--- src/design/wmss_pkg.sv ---
// ----------------------------------------------------------------------------
// wmss_pkg - shared types and constants
// field widths, register indexes and the sequencer state type
// ----------------------------------------------------------------------------
package wmss_pkg;

  localparam int CHANNEL_W = 8;
  localparam int MINUTE_W  = 11;
  localparam int MINS_W    = 4;
  localparam int DATA_W    = 24;   // channel + minute rounded up to bytes
  localparam int CFG_IDX_W = 1;
  localparam int CFG_DAT_W = 11;

  localparam logic [CFG_IDX_W-1:0] REG_MIN_SAMPLES  = 1'd0;
  localparam logic [CFG_IDX_W-1:0] REG_SPREAD_LIMIT = 1'd1;

  localparam logic [MINS_W-1:0]   MIN_SAMPLES_RST  = 4'd4;
  localparam logic [MINUTE_W-1:0] SPREAD_LIMIT_RST = 11'd60;

  typedef enum logic [5:0] {
    S_IDLE = 6'b000001,
    S_META = 6'b000010,
    S_LOAD = 6'b000100,
    S_RANK = 6'b001000,
    S_EVAL = 6'b010000,
    S_EMIT = 6'b100000
  } state_t;

endpackage

--- src/design/window_median_spread_suggester.sv ---
// ----------------------------------------------------------------------------
// window_median_spread_suggester
// per-channel sample ring with rank-count median and spread gate
// ----------------------------------------------------------------------------
// an evaluated beat passes meta, load and rank, n = filled samples
//   (n <= WINDOW); paced by the one-per-cycle sample memory reads and
//   the one-candidate-per-cycle rank pass
// input closed until idle: after meta below the sample threshold, after eval
//   or after emit (held by result stall); out-of-range beats are dropped
// reset: synchronous active low; clears fill/pointer valid bits, registers
//   return to min_samples 4 and spread_limit 60; sample memory is not cleared
module window_median_spread_suggester
  import wmss_pkg::*;
#(
  parameter int NUM_CHANNELS = 8,
  parameter int WINDOW       = 8
) (
  input  logic                 clk,
  input  logic                 rst_n,
  // input beat: [7:0] channel, [18:8] minute, [23:19] zero
  input  logic                 in_tvalid,
  output logic                 in_tready,
  input  logic [DATA_W-1:0]    in_tdata,
  // result beat: [7:0] suggest_channel, [18:8] suggest_minute, [23:19] zero
  output logic                 out_tvalid,
  input  logic                 out_tready,
  output logic [DATA_W-1:0]    out_tdata,
  // configuration write port
  input  logic                 cfg_we,
  input  logic [CFG_IDX_W-1:0] cfg_index,
  input  logic [CFG_DAT_W-1:0] cfg_wdata
);

  localparam int CHW   = (NUM_CHANNELS > 1) ? $clog2(NUM_CHANNELS) : 1;
  localparam int IW    = (WINDOW > 1) ? $clog2(WINDOW) : 1;
  localparam int CW    = $clog2(WINDOW + 1);
  localparam int DEPTH = NUM_CHANNELS * WINDOW;
  localparam int AW    = (DEPTH > 1) ? $clog2(DEPTH) : 1;

  // configuration registers
  logic [MINS_W-1:0]   min_samples_r;
  logic [MINUTE_W-1:0] spread_limit_r;

  // sequencer
  state_t              state_r, state_nxt;
  logic [CHW-1:0]      ch_r;
  logic [MINUTE_W-1:0] minute_r;
  logic [CW-1:0]       n_r;
  logic [CW-1:0]       cnt_r;

  // sample memory, one ring of WINDOW entries per channel
  logic [MINUTE_W-1:0] smp_mem [DEPTH];
  logic [MINUTE_W-1:0] smp_q;
  logic [AW-1:0]       smp_raddr;
  logic [AW-1:0]       base;

  // pointer / fill memory with a valid bit per channel
  logic [IW+CW-1:0]    meta_mem [NUM_CHANNELS];
  logic [IW+CW-1:0]    meta_q;
  logic                meta_v_r;
  logic [NUM_CHANNELS-1:0] meta_vld_r;
  logic [IW-1:0]       wp;
  logic [CW-1:0]       fill;
  logic [IW-1:0]       wp_next;
  logic [CW-1:0]       fill_next;

  // working copy of the filled samples
  logic [MINUTE_W-1:0] buf_r [WINDOW];
  logic [MINUTE_W-1:0] lo_r, hi_r, mn_r, mx_r;
  logic [MINUTE_W-1:0] cand;
  logic [CW-1:0]       lt_cnt, le_cnt;
  logic [CW-1:0]       k1, k2;
  logic [MINUTE_W:0]   med_sum;
  logic [MINUTE_W-1:0] spread;

  // output register
  logic                out_valid_r;
  logic [DATA_W-1:0]   out_data_r;
  logic [DATA_W-1:0]   res_data_r;

  logic                in_acc;
  logic                ch_ok;

  assign in_tready  = (state_r == S_IDLE);
  assign in_acc     = in_tvalid && in_tready;
  assign ch_ok      = (int'(in_tdata[CHANNEL_W-1:0]) < NUM_CHANNELS);
  assign out_tvalid = out_valid_r;
  assign out_tdata  = out_data_r;

  assign base = AW'(ch_r) * AW'(WINDOW);

  // unwritten channel reads as pointer 0, fill 0
  assign wp   = meta_v_r ? meta_q[IW+CW-1:CW] : '0;
  assign fill = meta_v_r ? meta_q[CW-1:0]     : '0;
  assign wp_next   = (int'(wp) == WINDOW - 1) ? '0 : IW'(wp + 1'b1);
  assign fill_next = (int'(fill) == WINDOW) ? fill : CW'(fill + 1'b1);

  // sorted positions of the two middle values
  assign k1 = CW'((n_r - 1'b1) >> 1);
  assign k2 = CW'(n_r >> 1);

  // rank of the current candidate among the filled samples
  assign cand = buf_r[cnt_r[IW-1:0]];
  always_comb begin
    lt_cnt = '0;
    le_cnt = '0;
    for (int i = 0; i < WINDOW; i++) begin
      if (i < int'(n_r)) begin
        if (buf_r[i] < cand)  lt_cnt = CW'(lt_cnt + 1'b1);
        if (buf_r[i] <= cand) le_cnt = CW'(le_cnt + 1'b1);
      end
    end
  end

  assign med_sum = {1'b0, lo_r} + {1'b0, hi_r};
  assign spread  = mx_r - mn_r;

  always_comb begin
    smp_raddr = base + AW'(cnt_r);
  end

  // next state
  always_comb begin
    state_nxt = state_r;
    case (state_r)
      S_IDLE: begin
        if (in_acc && ch_ok) state_nxt = S_META;
      end
      S_META: begin
        if ({4'd0, fill_next} < {{(CW+4-MINS_W){1'b0}}, min_samples_r})
          state_nxt = S_IDLE;
        else
          state_nxt = S_LOAD;
      end
      S_LOAD: begin
        if (cnt_r == n_r) state_nxt = S_RANK;
      end
      S_RANK: begin
        if (cnt_r == CW'(n_r - 1'b1)) state_nxt = S_EVAL;
      end
      S_EVAL: begin
        state_nxt = (spread < spread_limit_r) ? S_EMIT : S_IDLE;
      end
      S_EMIT: begin
        if (!out_valid_r || out_tready) state_nxt = S_IDLE;
      end
      default: state_nxt = S_IDLE;
    endcase
  end

  // control registers
  always_ff @(posedge clk) begin
    if (!rst_n) begin
      state_r        <= S_IDLE;
      min_samples_r  <= MIN_SAMPLES_RST;
      spread_limit_r <= SPREAD_LIMIT_RST;
      meta_vld_r     <= '0;
      out_valid_r    <= 1'b0;
      cnt_r          <= '0;
    end else begin
      state_r <= state_nxt;
      if (cfg_we) begin
        case (cfg_index)
          REG_MIN_SAMPLES:  min_samples_r  <= cfg_wdata[MINS_W-1:0];
          REG_SPREAD_LIMIT: spread_limit_r <= cfg_wdata[MINUTE_W-1:0];
          default: ;
        endcase
      end
      if (state_r == S_META) meta_vld_r[ch_r] <= 1'b1;
      if (state_r == S_EMIT && (!out_valid_r || out_tready)) out_valid_r <= 1'b1;
      else if (out_valid_r && out_tready) out_valid_r <= 1'b0;
      case (state_r)
        S_META:  cnt_r <= '0;
        S_LOAD:  cnt_r <= (cnt_r == n_r) ? '0 : CW'(cnt_r + 1'b1);
        S_RANK:  cnt_r <= CW'(cnt_r + 1'b1);
        default: cnt_r <= '0;
      endcase
    end
  end

  // payload registers
  always_ff @(posedge clk) begin
    if (in_acc) begin
      ch_r     <= in_tdata[CHW-1:0];
      minute_r <= in_tdata[CHANNEL_W +: MINUTE_W];
    end
    if (state_r == S_META) n_r <= fill_next;
    // read data lands in the cycle after its address
    if (state_r == S_LOAD && cnt_r != '0) buf_r[IW'(cnt_r - 1'b1)] <= smp_q;
    if (state_r == S_RANK) begin
      if (lt_cnt <= k1 && k1 < le_cnt) lo_r <= cand;
      if (lt_cnt <= k2 && k2 < le_cnt) hi_r <= cand;
      if (cnt_r == '0 || cand < mn_r) mn_r <= cand;
      if (cnt_r == '0 || cand > mx_r) mx_r <= cand;
    end
    if (state_r == S_EVAL) begin
      res_data_r <= {{(DATA_W-CHANNEL_W-MINUTE_W){1'b0}}, med_sum[MINUTE_W:1],
                     {(CHANNEL_W-CHW){1'b0}}, ch_r};
    end
    if (state_r == S_EMIT && (!out_valid_r || out_tready)) out_data_r <= res_data_r;
  end

  // sample memory: write in the meta cycle, read one entry a cycle in load
  always_ff @(posedge clk) begin
    if (state_r == S_META) smp_mem[base + AW'(wp)] <= minute_r;
    smp_q <= smp_mem[smp_raddr];
  end

  // pointer / fill memory
  always_ff @(posedge clk) begin
    if (state_r == S_META) meta_mem[ch_r] <= {wp_next, fill_next};
    if (in_acc) begin
      meta_q   <= meta_mem[in_tdata[CHW-1:0]];
      meta_v_r <= meta_vld_r[in_tdata[CHW-1:0]];
    end
  end

endmodule

--- config.mk ---
export PLATFORM = sky130hd
export DESIGN_NAME = window_median_spread_suggester
export DESIGN_NICKNAME = d
export VERILOG_FILES = /design/src/design/wmss_pkg.sv /design/src/design/window_median_spread_suggester.sv
export SDC_FILE = /design/constraint.sdc
export NUM_CORES = 1
export LEC_CHECK = 0
export ABC_AREA = 1
export BUFFER_PORTS_ARGS = -buffer_cell sky130_fd_sc_hd__buf_4
export CAP_MARGIN = 0
export CORE_MARGIN = 2
export CORE_UTILIZATION = 55
export DETAILED_ROUTE_END_ITERATION = 6
export GPL_TIMING_DRIVEN = 0
export PLACE_DENSITY_LB_ADDON = 0.12
export RECOVER_POWER = 100
export SETUP_SLACK_MARGIN = 0.1
export SLEW_MARGIN = 20
export SYNTH_ARGS = -nofsm -noshare
export SYNTH_HDL_FRONTEND = slang
export SYNTH_SLANG_ARGS = --single-unit
--- constraint.sdc ---
create_clock -name clk -period 20.5 [get_ports clk]
set_clock_uncertainty 0.1 [all_clocks]
set_input_delay 4.1 -clock clk [delete_from_list [all_inputs] [get_ports clk]]
set_output_delay 4.1 -clock clk [all_outputs]
set_load 0.005 [all_outputs]
==> qor.yml, run 1 <==
placed_area_mm2: 0.04601
worstPathRequired_ns: 20.68
worst_pin_slew_ns: 1.981
netlist.area_leader.share_pct: 65.31
synthCells: 3718
dp.cells: 4869
ys_ff_latch: 991
grt_pass1_vias: 29520
fin_crit_sh_pct: 64.39
via_per_inst: 6.089
dieArea_mm2: 0.08134
antenna_found_initial: 2
postCtsResizedCells: 0
final_max_slew_viol_count: 70
io_buffers: 50
path_clk_slew_ns: 0.06
whs_ns: 0.3077
cts.htree.levels: 3
cp_slowest_stage_delay_ns: 0.90
grt_usage_pct: 33.78
p_leak_nw: 17.46
netlist_area_mm2: 0.04349
clockBufferDepth: 3
crit_slowest_cell: "a21oi_1"
crit_path_start_kind: "register"
ir_worst_vdd_mv: 0.07632
yosysSeqAreaShare_pct: 67.39
vias: 30840
multi_input_area_mm2: 0.01257
rows: 103
yosys.area.top_type: "edfxtp_1"
drc: 0
synth_flop_cell: "edfxtp_1"
fill_cells: 6302
cp-end-kind: "register"
final-seq-area_mm2: 0.02931
final_nets: 4139
outcome: "finished, violations left"
fmax_ghz: 0.07576
synth_cell_type_count: 58
fin_setup_tns_ns: 0
synthTopCellsByArea: "edfxtp_1 (65%), nor2_1 (6.6%), o21ai_0 (6.2%)"
max_slew_margin_pct: -33.43
final_util_pct: 62.08
cp_max_fo: 11
yosysWarnings: 0
initialDrtViolationCount: 3528
wl_per_cell_um: 27.26
pin_count: 67
start_util_pct: 55.33
worstPathArrival_ns: 13.38
synth_edf_count: 946
clkLatencyLatePin_ns: 0.69
rsz0062_at_grt: "false"
fin_cells: 5064
cts_buffers: 102
cap_violations: 6
die_h_um: 285.2
crit_type: "reg -> reg"
async_flop_share_pct: 0
ant_nets: 0
post_cts_buffers: 0
violations: "max-capacitance violations, max-slew violations"
cts-root-buf: "clkbuf_16"
setup_viol: 0
crit_path_frequent_cell: "nand2_1"
grt_first_pass_wirelength_um: 197800
grt_max_degree: 25
hold_buffers: 0
firstDrtPassIters: 5
synth_area_per_cell_um2: 11.70
cts_tree: "done"
die_w_um: 285.2
final_hold_viol_count: 0
p_per_area_mw_per_mm2: 90.35
fin_area_mm2: 0.04880
place_congestion: 1.009
area_growth_pct: 12.21
drive_gt1_share_pct: 7.102
fin_crit_ns: 13.20
finalWirelength_um: 138000
overflow: 0
core_area_mm2: 0.07861
hp-class: "reg -> reg"
hpwl_um: 98470
clkSinkCount: 991
-- per-layer routing --
layer	global-route usage [%]	wire, µm	vias to the layer above
met4	18.81	9372	4
met5	0	26	-
met3	5.544	11390	397
met1	43.37	52060	14890
met2	55.08	65180	1682
li1	-	-	13860
-- power by group --
part | total (mW) | internal, mW | switching, mW
logic | 0.183 | 0.0377 | 0.145
registers | 2.31 | 2.28 | 0.0324
clock network | 1.91 | 1.11 | 0.805
-- through the flow --
step / power [mW] / setup WS, ns
floorplan: 2.430 / 12.04
global placement: 2.532 / 8.409
detailed placement: 2.557 / 8.843
CTS: 4.436 / 8.783
global route: 4.511 / 6.430
finish: 4.409 / 7.300
-- placed cells by master, fill, tap and decap left out, types with 4 or more instances in the layout --
| cell | Yosys | final |
|---|---|---|
| a21o_1 | 6 | 6 |
| a21oi_1 | 96 | 96 |
| a31oi_1 | 10 | 10 |
| buf_1 | 13 | 11 |
| buf_4 | 11 | 28 |
| bufinv_16 | 0 | 14 |
| clkbuf_1 | 166 | 233 |
| clkbuf_16 | 0 | 103 |
| clkbuf_4 | 0 | 28 |
| clkinv_1 | 6 | 33 |
| clkinv_2 | 0 | 22 |
| clkinvlp_4 | 0 | 5 |
| conb_1 | 1 | 10 |
| dfxtp_1 | 45 | 45 |
| edfxtp_1 | 946 | 946 |
| ha_1 | 173 | 173 |
| inv_1 | 211 | 211 |
| inv_2 | 13 | 12 |
| nand2_1 | 228 | 228 |
| nand2_2 | 30 | 30 |
| nand3_1 | 62 | 62 |
| nand3_2 | 11 | 11 |
| nand4_1 | 12 | 12 |
| nor2_1 | 763 | 763 |
| nor2_2 | 4 | 4 |
| nor2_4 | 4 | 4 |
| nor3_1 | 10 | 10 |
| nor4_1 | 6 | 6 |
| o211ai_1 | 6 | 6 |
| o21a_1 | 7 | 7 |
| o21ai_0 | 542 | 546 |
| o21bai_1 | 5 | 5 |
| o22ai_1 | 208 | 208 |
| o32ai_1 | 50 | 50 |
| xnor2_1 | 12 | 12 |
| xor2_1 | 18 | 18 |
-- final cells by class --
class,count,area share [%]
tap,1050,2.692
clock buffer,120,5.433
inverter,230,1.769
sequential,991,60.06
timing repair buffer,92,1.054
antenna,1,0.005128
buffer,194,1.582
clock inverter,74,1.646
multi-input combinational,2312,25.76
-- logic make-up after synthesis --
kind of cell	after synthesis	synth area share [%]
AND/OR/NAND/NOR	1148	10.90
flip-flops	991	67.39
AO/OA/AOI/OAI	947	12.20
buffers and inverters	424	3.766
adder cells (fa/ha/maj)	175	5.069
XOR/XNOR	31	0.6415
other	1	0.008622
multiplexers	1	0.02589
-- path summary, 6_finish.rpt --
path | startpoint | to | slack (ns) | cells past startpoint
worst max-delay path | cnt_r[0]$_SDFF_PN0_ | lo_r[10]$_DFFE_PP_ | 7.30 | 50
worst min-delay path | res_data_r[11]$_DFFE_PP_ | out_tdata[11]$_DFFE_PP_ | 0.31 | 0
worst max register to register | cnt_r[0]$_SDFF_PN0_ | lo_r[10]$_DFFE_PP_ | 7.30 | 50
worst min register to register | res_data_r[11]$_DFFE_PP_ | out_tdata[11]$_DFFE_PP_ | 0.31 | 0
-- critical path: cells and delay by family, from the launching register on --
kind,cells,cell delay [ns]
buf+inv,10,4.60
simple gates,15,1.25
compound gates,16,3.58
flops,1,0.48
fa+ha+maj,9,2.76
-- flip-flops by register name (all words and copies together), names as in the netlist, 6 cells and up --
signal	flops
buf_r	88
hi_r	11
out_tdata	14
spread_limit_r	11
meta_mem	56
smp_mem	704
meta_vld_r	8
meta_q	7
state_r	6
mx_r	11
lo_r	11
smp_q	11
minute_r	11
mn_r	11
res_data_r	14
-- synth_stat cells (18+ instances only) --
cell / instances
edfxtp_1: 946
a21oi_1: 96
o32ai_1: 50
nor2_1: 763
nand2_1: 228
xor2_1: 18
dfxtp_1: 45
o22ai_1: 208
o21ai_0: 542
nand2_2: 30
inv_1: 211
ha_1: 173
clkbuf_1: 166
nand3_1: 62
Power figures use the tool's default switching activity.
==> run 2: changes to the inputs <==
Clock period 20.5 ns to 13.82 ns, I/O delays scaled along.
==> run 2 against run 1 <==
The flow still finishes with violations (max-capacitance violations, max-slew violations). Largest cell class unchanged. Utilization barely moved. Sequential power increased by 48%. First-iteration DRC count is 0.45% higher. Largest power group unchanged. Hold slack hardly changed. Total power grew 48%. Maximum frequency grew 6.5%. Non-clock buffer count unchanged. Die area unchanged. Wire length about the same. Count of clock-buffer cells in the layout did not move. Flip-flop and latch count did not move. Critical path type unchanged.
==> qor.yml, run 2 (synthesized netlist as in run 1, its figures left out) <==
outcome: "finished, violations left"
violations: "max-capacitance violations, max-slew violations"
hp-class: "reg -> reg"
grt_usage_pct: 33.78
dieArea_mm2: 0.08134
ant_nets: 0
worst_pin_slew_ns: 1.964
final-seq-area_mm2: 0.02931
hp-start: "res_data_r[11]$_DFFE_PP_"
cts-root-buf: "clkbuf_16"
fin_crit_sh_pct: 89.70
grt_first_pass_wirelength_um: 197800
final_common_cell: "edfxtp_1"
die_w_um: 285.2
drive_gt1_share_pct: 7.202
worstPathArrival_ns: 12.60
final_max_slew_viol_count: 35
final_cell_mix: "edfxtp_1 (946), nor2_1 (763), o21ai_0 (541)"
pin_count: 67
fill_cells: 6298
grt_pass1_vias: 29520
antenna_found_initial: 2
firstDrtPassIters: 7
setup_viol: 0
cp_max_fo: 11
start_util_pct: 55.33
top_regs: "smp_mem x704, buf_r x88, meta_mem x56"
cp-startpoint: "cnt_r[0]$_SDFF_PN0_"
via_per_inst: 6.085
p_leak_nw: 17.46
cts_buffers: 102
cap_violations: 5
final_hold_viol_count: 0
finalWirelength_um: 138000
p_per_area_mw_per_mm2: 134.0
cp_slowest_stage_delay_ns: 0.85
drc: 0
core_area_mm2: 0.07861
largest_register: "smp_mem"
clkLatencyLatePin_ns: 0.69
r2r-start: "cnt_r[0]$_SDFF_PN0_"
hold_buffers: 0
area_growth_pct: 12.24
place_congestion: 1.009
cts.htree.levels: 3
fmax_ghz: 0.08067
whs_ns: 0.3080
cp-end-kind: "register"
largest_register_ff_count: 704
max_slew_margin_pct: -32.34
crit_path_frequent_cell: "nand2_1"
initialDrtViolationCount: 3544
wl_per_cell_um: 27.25
crit_slowest_cell: "clkbuf_1"
io_buffers: 50
rsz0062_at_grt: "false"
path_clk_slew_ns: 0.06
hpwl_um: 98470
crit_type: "reg -> reg"
multi_input_area_mm2: 0.01259
clockBufferDepth: 3
crit_path_start_kind: "register"
post_cts_buffers: 0
clkSinkCount: 991
rows: 103
grt_max_degree: 25
cts_tree: "done"
postCtsResizedCells: 0
fin_crit_ns: 12.40
worstPathRequired_ns: 14.02
ir_worst_vdd_mv: 0.1136
final_nets: 4139
fin_setup_tns_ns: 0
vias: 30810
die_h_um: 285.2
overflow: 0
[run 2: worst max-delay path, delay by kind of cell (launching register included)]
kind,cells,cell delay (ns)
AND/OR/NAND/NOR,15,1.32
AO/OA/AOI/OAI,16,2.96
flip-flops,1,0.48
buffers and inverters,10,4.43
adder cells (fa/ha/maj),9,2.69
[run 2: stage by stage]
stage	setup WS (ns)	util, %	total power [mW]	cell area (µm²)	cells
after detailed placement	2.163	58.52	3.793	46010	4869
after floorplan	5.361	-	3.605	43530	3727
final	1.424	62.10	6.541	48820	5064
after CTS	2.103	62.92	6.581	49460	5063
after global routing	0.7816	62.09	6.691	48810	5063
after global placement	1.729	57.52	3.756	45220	4827
[run 2: cell type report]
cell class / instances / area share (%)
Multi-Input combinational cell: 2312 / 25.79
Tap cell: 1050 / 2.691
Buffer: 194 / 1.581
Clock inverter: 74 / 1.645
Sequential cell: 991 / 60.04
Timing Repair Buffer: 92 / 1.053
Clock buffer: 120 / 5.431
Antenna cell: 1 / 0.005126
Inverter: 230 / 1.769
[run 2: power by group]
group          internal [mW]  switching [mW]  total, mW
logic                 0.0559           0.215      0.271
clock network           1.64            1.19       2.84
registers               3.38          0.0481       3.43
[run 2: path summary, 6_finish.rpt]
kind / end / slack (ns) / cells after the start
max: lo_r[10]$_DFFE_PP_ / 1.42 / 50
min: out_tdata[11]$_DFFE_PP_ / 0.31 / 0
max reg2reg: lo_r[10]$_DFFE_PP_ / 1.42 / 50
min reg2reg: out_tdata[11]$_DFFE_PP_ / 0.31 / 0
[run 2: layer usage]
metal | track usage (%) | routed length, µm
met1 | 43.37 | 51920
met2 | 55.08 | 65330
met3 | 5.544 | 11490
met4 | 18.81 | 9207
met5 | 0 | 26
